**src/hw/rtl/adpi_pkg.sv**
```systemverilog
// types and constants for the aarch64 data-processing immediate unit
// no dependencies; imported by the unit and its checker
`timescale 1ns / 1ps

package adpi_pkg;

    // instruction class codes (bits 25:23)
    localparam logic [2:0] OPI_ARITH = 3'b010;
    localparam logic [2:0] OPI_WIDE  = 3'b101;

    // wide-move opc codes
    localparam logic [1:0] OPC_MOVN = 2'b00;
    localparam logic [1:0] OPC_MOVZ = 2'b10;
    localparam logic [1:0] OPC_MOVK = 2'b11;

    localparam logic [63:0] ALL_ONES = 64'hFFFF_FFFF_FFFF_FFFF;
    localparam logic [63:0] LOW32    = 64'h0000_0000_FFFF_FFFF;
    localparam int unsigned TOP64    = 63;
    localparam int unsigned TOP32    = 31;

    // request: one instruction with its operands
    typedef struct packed {
        logic [31:0] instr_word;
        logic [63:0] src_value;
        logic [63:0] dest_old_value;
    } adpi_req_t;

    // result: destination write and flags
    typedef struct packed {
        logic [4:0]  dest_index;
        logic [63:0] write_value;
        logic        flags_write;
        logic        flag_n;
        logic        flag_z;
        logic        flag_c;
        logic        flag_v;
    } adpi_res_t;

endpackage

```
**src/hw/rtl/aarch64_dp_immediate_unit.sv**
```systemverilog
// path: an accepted request is registered in stages 1, 2 and 3 before its result can be taken
// throughput: one request per cycle; a bubble in the pipe is filled even while
// the output is stalled, a full pipe holds every stage in place
// reset: rst_n asynchronous, active low, clears the stage valid bits only
// file holds the three-stage data-processing immediate unit
// depends on adpi_pkg
`timescale 1ns / 1ps

module aarch64_dp_immediate_unit
    import adpi_pkg::*;
(
    input  logic      clk,
    input  logic      rst_n,
    input  logic      req_valid,
    output logic      req_stall,
    input  adpi_req_t req_data,
    output logic      res_valid,
    input  logic      res_stall,
    output adpi_res_t res_data
);

    // stage 1: decoded operands
    typedef struct packed {
        logic [4:0]  rd;
        logic        wide;
        logic        arith;
        logic        sub;
        logic        setf;
        logic [63:0] a;
        logic [63:0] b;
        logic [63:0] other;
    } s1_t;

    // stage 2: adder result
    typedef struct packed {
        logic [4:0]  rd;
        logic        wide;
        logic        setf;
        logic        a_top;
        logic        b_top;
        logic        carry;
        logic [63:0] value;
    } s2_t;

    logic      s1_valid_reg, s1_valid_next;
    logic      s2_valid_reg, s2_valid_next;
    logic      s3_valid_reg, s3_valid_next;
    s1_t       s1_reg, s1_next;
    s2_t       s2_reg, s2_next;
    adpi_res_t s3_reg, s3_next;
    logic      en1, en2, en3;

    // stage enables: a stage moves when it is empty or the one after it moves
    assign en3 = !s3_valid_reg || !res_stall;
    assign en2 = !s2_valid_reg || en3;
    assign en1 = !s1_valid_reg || en2;
    assign req_stall = !en1;

    assign s1_valid_next = req_valid;
    assign s2_valid_next = s1_valid_reg;
    assign s3_valid_next = s2_valid_reg;

    // stage 1 logic: decode, immediate, wide move
    always_comb
    begin
        logic [31:0] w;
        logic        wide;
        logic [1:0]  opc;
        logic [2:0]  opi;
        logic [63:0] mask;
        logic [5:0]  shamt;
        logic [63:0] op;
        logic [63:0] kmask;
        logic [63:0] cur;
        logic [63:0] mov;
        w     = req_data.instr_word;
        wide  = w[31];
        opc   = w[30:29];
        opi   = w[25:23];
        mask  = wide ? ALL_ONES : LOW32;
        shamt = {w[22:21], 4'b0000};
        op    = {48'b0, w[20:5]} << shamt;
        kmask = {48'b0, 16'hFFFF} << shamt;
        cur   = req_data.dest_old_value & mask;
        case (opc)
            OPC_MOVN: mov = ~op;
            OPC_MOVZ: mov = op;
            OPC_MOVK: mov = (cur & ~kmask) | op;
            default:  mov = cur;
        endcase
        s1_next.rd    = w[4:0];
        s1_next.wide  = wide;
        s1_next.arith = (opi == OPI_ARITH);
        s1_next.sub   = opc[1];
        s1_next.setf  = (opi == OPI_ARITH) && opc[0];
        s1_next.a     = req_data.src_value & mask;
        s1_next.b     = w[22] ? {40'b0, w[21:10], 12'b0} : {52'b0, w[21:10]};
        s1_next.other = (opi == OPI_WIDE) ? (mov & mask) : req_data.dest_old_value;
    end

    // stage 2 logic: add or subtract, select written value
    always_comb
    begin
        logic [63:0] bx;
        logic [64:0] sum;
        logic [32:0] lo;
        logic [63:0] mask;
        bx   = s1_reg.sub ? ~s1_reg.b : s1_reg.b;
        sum  = {1'b0, s1_reg.a} + {1'b0, bx} + {64'b0, s1_reg.sub};
        lo   = {1'b0, s1_reg.a[31:0]} + {1'b0, bx[31:0]} + {32'b0, s1_reg.sub};
        mask = s1_reg.wide ? ALL_ONES : LOW32;
        s2_next.rd    = s1_reg.rd;
        s2_next.wide  = s1_reg.wide;
        s2_next.setf  = s1_reg.setf;
        s2_next.a_top = s1_reg.wide ? s1_reg.a[TOP64] : s1_reg.a[TOP32];
        s2_next.b_top = s1_reg.wide ? bx[TOP64] : bx[TOP32];
        s2_next.carry = s1_reg.wide ? sum[64] : lo[32];
        s2_next.value = s1_reg.arith ? (sum[63:0] & mask) : s1_reg.other;
    end

    // stage 3 logic: flags at operating width
    always_comb
    begin
        logic r_top;
        logic zero;
        r_top = s2_reg.wide ? s2_reg.value[TOP64] : s2_reg.value[TOP32];
        zero  = s2_reg.wide ? (s2_reg.value == 64'b0) : (s2_reg.value[31:0] == 32'b0);
        s3_next.dest_index  = s2_reg.rd;
        s3_next.write_value = s2_reg.value;
        s3_next.flags_write = s2_reg.setf;
        s3_next.flag_n      = s2_reg.setf && r_top;
        s3_next.flag_z      = s2_reg.setf && zero;
        s3_next.flag_c      = s2_reg.setf && s2_reg.carry;
        s3_next.flag_v      = s2_reg.setf && (s2_reg.a_top == s2_reg.b_top)
                              && (r_top != s2_reg.a_top);
    end

    // valid bits
    always_ff @(posedge clk or negedge rst_n)
    begin
        if (!rst_n)
        begin
            s1_valid_reg <= 1'b0;
            s2_valid_reg <= 1'b0;
            s3_valid_reg <= 1'b0;
        end
        else
        begin
            if (en1)
            begin
                s1_valid_reg <= s1_valid_next;
            end
            if (en2)
            begin
                s2_valid_reg <= s2_valid_next;
            end
            if (en3)
            begin
                s3_valid_reg <= s3_valid_next;
            end
        end
    end

    // payload registers
    always_ff @(posedge clk)
    begin
        if (en1)
        begin
            s1_reg <= s1_next;
        end
        if (en2)
        begin
            s2_reg <= s2_next;
        end
        if (en3)
        begin
            s3_reg <= s3_next;
        end
    end

    assign res_valid = s3_valid_reg;
    assign res_data  = s3_reg;

endmodule

```
**config.mk**
```make
export PLATFORM = sky130hd
export DESIGN_NAME = aarch64_dp_immediate_unit
export DESIGN_NICKNAME = d
export VERILOG_FILES = /design/src/hw/rtl/adpi_pkg.sv /design/src/hw/rtl/aarch64_dp_immediate_unit.sv
export SDC_FILE = /design/constraint.sdc
export NUM_CORES = 1
export LEC_CHECK = 0
export BUFFER_PORTS_ARGS = -buffer_cell sky130_fd_sc_hd__buf_2
export CAP_MARGIN = 10
export CORE_UTILIZATION = 50
export DETAILED_ROUTE_END_ITERATION = 8
export PLACE_DENSITY = 0.71
export SLEW_MARGIN = 20
export SYNTH_ARGS = -nofsm -noshare
export SYNTH_HDL_FRONTEND = slang
export SYNTH_SLANG_ARGS = --single-unit
```
**constraint.sdc**
```tcl
create_clock -name clk -period 10.1 [get_ports clk]
set_input_delay 1.515 -clock clk [delete_from_list [all_inputs] [get_ports clk]]
set_output_delay 1.515 -clock clk [all_outputs]
set_load 0.01 [all_outputs]
```
* Yosys cells after proc, flatten, opt, wreduce, memory -nomap -nowiden
Cells that the tools add are included.
** Storage, ports and cells
- Register bits :: 352
- Latch bits :: 0
- Memory bits (writable) :: 0
- ROM bits :: 0
- Input port bits :: 164
- Output and inout bits :: 76
- Logic and storage cells :: 76
- Memories kept :: 0
** Cells by class
- $add $sub $neg :: 4
- Multipliers :: 0
- Divide/modulo/power cells :: 0
- Magnitude comparators :: 0
- Equal/unequal tests :: 6
- Shifts and indexed selects :: 2
- Mux-type cells :: 11
- Bitwise logic cells :: 9
- Reduce and logical (&&, ||, !) cells :: 17
** Operators with widths (number)
- $and 64x64->64 :: 5
- $mux 64 :: 5
- $not 64->64 :: 3
- $pmux 64 s3 :: 1
- $add 64x64->65 :: 1
- $add 65x1->65 :: 1
- $logic_not 64->1 :: 1
- $or 64x64->64 :: 1
- $shl 16x6->64 :: 1
- $shl 16x6->64 const A :: 1
- $add 32x32->33 :: 1
- $add 33x1->33 :: 1
- $logic_not 32->1 :: 1
- $logic_and 1x1->1 :: 6
- $logic_not 1->1 :: 5
- $mux 1 :: 5
- $eq 2x2->1 const B :: 2
- $eq 3x2->1 const B :: 1
- $eq 3x3->1 const B :: 1
- $logic_or 1x1->1 :: 3
- $logic_not 2->1 :: 1
- $eq 1x1->1 :: 1
- $ne 1x1->1 :: 1

* Logic depth before layout (Yosys ltp)
- Depth after elaboration :: 7
- Depth in mapped cells :: 14
- Depth with buffers taken out :: 12

* Least setup slack after synthesis
OpenSTA, ideal clock, no wires.
- Kind :: input-to-output
- Start point :: in res_stall
- End point :: out req_stall
- Arrival :: 7119 ps
- Path slack :: 1466 ps
- Stages :: 2
- Path buffers :: 0
- Path through :: nand4_1 > inv_1
** Between the ends
- Word-level cells in the longest chain between the ends :: 5
** RTL lines
- from (decl) :: RTL line aarch64_dp_immediate_unit.sv:18 : input logic res_stall,
- $logic_not 1->1 :: RTL line aarch64_dp_immediate_unit.sv:54 : assign en3 = !s3_valid_reg || !res_stall;
- $logic_or 1x1->1 :: RTL line aarch64_dp_immediate_unit.sv:54
- $logic_or 1x1->1 :: RTL line aarch64_dp_immediate_unit.sv:55 : assign en2 = !s2_valid_reg || en3;
- $logic_or 1x1->1 :: RTL line aarch64_dp_immediate_unit.sv:56 : assign en1 = !s1_valid_reg || en2;
- $logic_not 1->1 :: RTL line aarch64_dp_immediate_unit.sv:57 : assign req_stall = !en1;
- to (decl) :: RTL line aarch64_dp_immediate_unit.sv:15 : output logic req_stall,
Every way passes these cells.

==> key figures <==
STA
  • Slew Limit Headroom: 28.3%
  • Setup TNS: 0 ps
  • Fmax: 225 MHz
  • RSZ-0062 raised after global routing: no
  • Final hold viol count: 0
  • Slew Viols, Final: 0
  • Final setup margin: 5650 ps
  • Final number of setup-violating endpoints: 0
  • Worst Skew: 27.9 ps
  • Final Cycle Share: 44.0%
  • Least-Margin Pin Slew: 1070 ps
  • Period minus WS final: 4450 ps

Global routing
  • Vias in the first global route: 11151
  • Gr ovfl total: 0
  • Largest net degree at the start of global routing: 163
  • Total GRT Usage: 26.0%
  • First-pass GRT wire length: 65500 um
  • Initial antenna violation count: 1

Final layout
  • Synth-to-layout area growth: 15.2%
  • Largest register FFs: 161
  • Layout cells sized above 1: 21.3%
  • # nets final: 1864
  • Diode count: 0

Synthesis
  • Most frequent cell after synthesis: edfxtp_1
  • Area leader, netlist: edfxtp_1
  • Top FF cell, synth: edfxtp_1
  • Synth Area in Adders: 5.03%
  • Simple-gate share of the synthesized area: 10.8%
  • Synth Area in XOR/XNOR: 4.23%
  • Mapped Area: 16600 sq um
  • Post-Syn Nets: 1686
  • Post-synthesis mux area share: 2.36%
  • Top-area cell type share of the netlist area: 56.0%
  • Synthesis-stage register bit count: 312
  • Compound-Gate Fraction of Synth Area: 18.1%
  • Asr flop ratio synth: 0.962%
  • Syn Area/Cell: 11.4 sq um
  • Synthesis Warnings: 0
  • Post-synth EDFFs: 309
  • Top post-synthesis cells by count: edfxtp_1, a21oi_1, nand2_1
  • Sequential fraction of the synthesis area: 56.5%
  • Distinct cell type count after synthesis: 81
  • Largest family of logic cells by synthesized area: compound AO/OA/AOI/OAI gates
  • Synthesized netlist cell count: 1456
  • Synth top area cells: edfxtp_1, a21oi_1, ha_1

Power
  • Sw frac: 29.5%
  • Pleak: 7.65 nW
  • Psw: 1.14 mW
  • Comb power frac: 23.3%
  • Worst VDD drop: 110 uV
  • Int Pwr: 2.71 mW
  • Seq pwr share: 45.4%
  • Clk pwr share: 31.3%
  • PD cells: 201 nW/um^2

Setup path
  • Type of origin of the critical path: flop
  • CP max FO: 59
  • Arrival time at the worst endpoint: 4720 ps
  • Crit. End Element: flop
  • WS Path Type: flop to flop
  • Worst path max stage delay: 700 ps
  • Slowest CP cell: buf_4
  • Crit-path cells: buf_4, xor2_1, ha_1, a21oi_1, o211ai_1, a21o_1, a211o_1, o31ai_2, o21ai_2, nand3_1, a21boi_0, o31a_1
  • CP Data Required Time: 10370 ps

Placement
  • Dpl ws: 5370 ps
  • Hpwl dp: 32700 um
  • Buffers on Ports: 236
  • Final GP Congestion: 0.932

CTS
  • Clk Latency, worst-skew pair: 530 ps
  • Hold-fix buffers, CTS: 0
  • Post-cts sizing count: 0
  • CTS Root Cell: clkbuf_16
  • # Post-CTS Setup Buffers: 0
  • H-tree levels: 2
  • Deepest clock path buffer count: 3
  • CTS tree: done
  • Clock sink count: 312
  • Num CTS Buffers: 35
  • Clk slew on worst S/H paths: 60 ps

Die
  • Placeable Area: 32500 sq um
  • Die Wd: 184 um
  • Initial Util: 50.9%
  • Rows: 66
  • Die Ht: 184 um
  • Io pins: 240
  • Die area: 33900 sq um

Routing
  • Via count of the routed design: 12278
  • Routed WL per cell: 21.0 um
  • Drt first-iter violations: 1287
  • Routed Wire Length: 44200 um
  • Antenna viol nets, final: 0
  • Vias per cell: 5.84
  • Drt drc: 0
  • Drt pass-1 iters: 6

Run
  • Max-Cap Viols: 0

Run status
  • Status: finished clean

Min path
  • Worst Hold Class: flop to flop
-- final timing paths --
check                      slack, ps  cells past startpoint      endpoint         from
max reg2reg                     5650                     12    s2_reg[64]  s1_reg[193]
min in group asynchronous        780                      1  s2_valid_reg        rst_n
max in group asynchronous       9210                      1     res_valid        rst_n
max                             5650                     12    s2_reg[64]  s1_reg[193]
min reg2reg                      420                      0    s2_reg[69]  s1_reg[196]
min                              420                      0    s2_reg[69]  s1_reg[196]
-- per-stage QoR --
stage / cell area (sq um) / hold WS (ps) / util [%] / total power [mW] / std cells
floorplan: 16600 / 400 / - / 2.36 / 1456
global placement: 18000 / 401 / 55.2 / 2.63 / 2039
detailed placement: 18000 / 406 / 55.2 / 2.65 / 2039
CTS: 19100 / 420 / 58.6 / 3.86 / 2102
global route: 19100 / 424 / 58.7 / 4.02 / 2102
finish: 19100 / 419 / 58.7 / 3.84 / 2102
-- cells by family (layout without fill, tap and decap cells) --
logic type	Yosys count	after routing
xor+xnor	80	80
flops	312	312
buf+inv	127	331
compound gates	477	477
fa+ha+maj	66	66
simple gates	360	360
mux	34	34
-- critical path: cells and delay by family (launching register included) --
family          cells  cell delay, ps
compound gates      8            2090
xor+xnor            1             200
fa+ha+maj           1             420
buf+inv             1             700
flops               1             590
simple gates        1             150
-- layout make-up --
type / instances / area (sq um)
Clock buffer: 43 / 927
Clock inverter: 20 / 173
Fill cell: 2768 / 13500
Inverter: 26 / 97.6
Multi-Input combinational cell: 1017 / 6740
Sequential cell: 312 / 9350
Tap cell: 442 / 553
Timing Repair Buffer: 242 / 1240
-- cell usage in the layout (no fill, tap or decap), drive strengths merged, types with 4 or more instances in the layout --
master | netlist | layout
clkinv | 1 | 14
o211ai | 5 | 5
mux2 | 31 | 31
buf | 18 | 242
o21ai | 108 | 108
nor3 | 15 | 15
nand4 | 28 | 28
edfxtp | 309 | 309
or4 | 4 | 4
a21oi | 205 | 205
nor2 | 44 | 44
xor2 | 41 | 41
ha | 65 | 65
o21a | 8 | 8
and2 | 54 | 54
nor2b | 17 | 17
nand3 | 19 | 19
nand2 | 134 | 134
nor4 | 15 | 15
a31oi | 9 | 9
o31ai | 4 | 4
nand2b | 7 | 7
o21bai | 12 | 12
xnor2 | 39 | 39
a221oi | 5 | 5
a21o | 33 | 33
or3 | 5 | 5
o22ai | 4 | 4
a21boi | 5 | 5
a211o | 7 | 7
a22o | 37 | 37
a41oi | 4 | 4
and3 | 8 | 8
clkbuf | 83 | 43
inv | 25 | 27
-- power groups by stage --
stage	logic, mW	registers (mW)	clock network (mW)
finish	0.895	1.74	1.20
global route	0.977	1.76	1.28
floorplan	0.590	1.77	0
global placement	0.870	1.76	0
CTS	0.883	1.74	1.23
detailed placement	0.877	1.77	0
-- routing by layer --
layer	track usage [%]	vias up	wire length [um]
met4	6.23	0	888
met5	0	-	0
met2	35.6	614	17500
li1	-	5846	-
met3	6.10	65	4950
met1	41.1	5753	20800
Power figures use the tool's default switching activity.
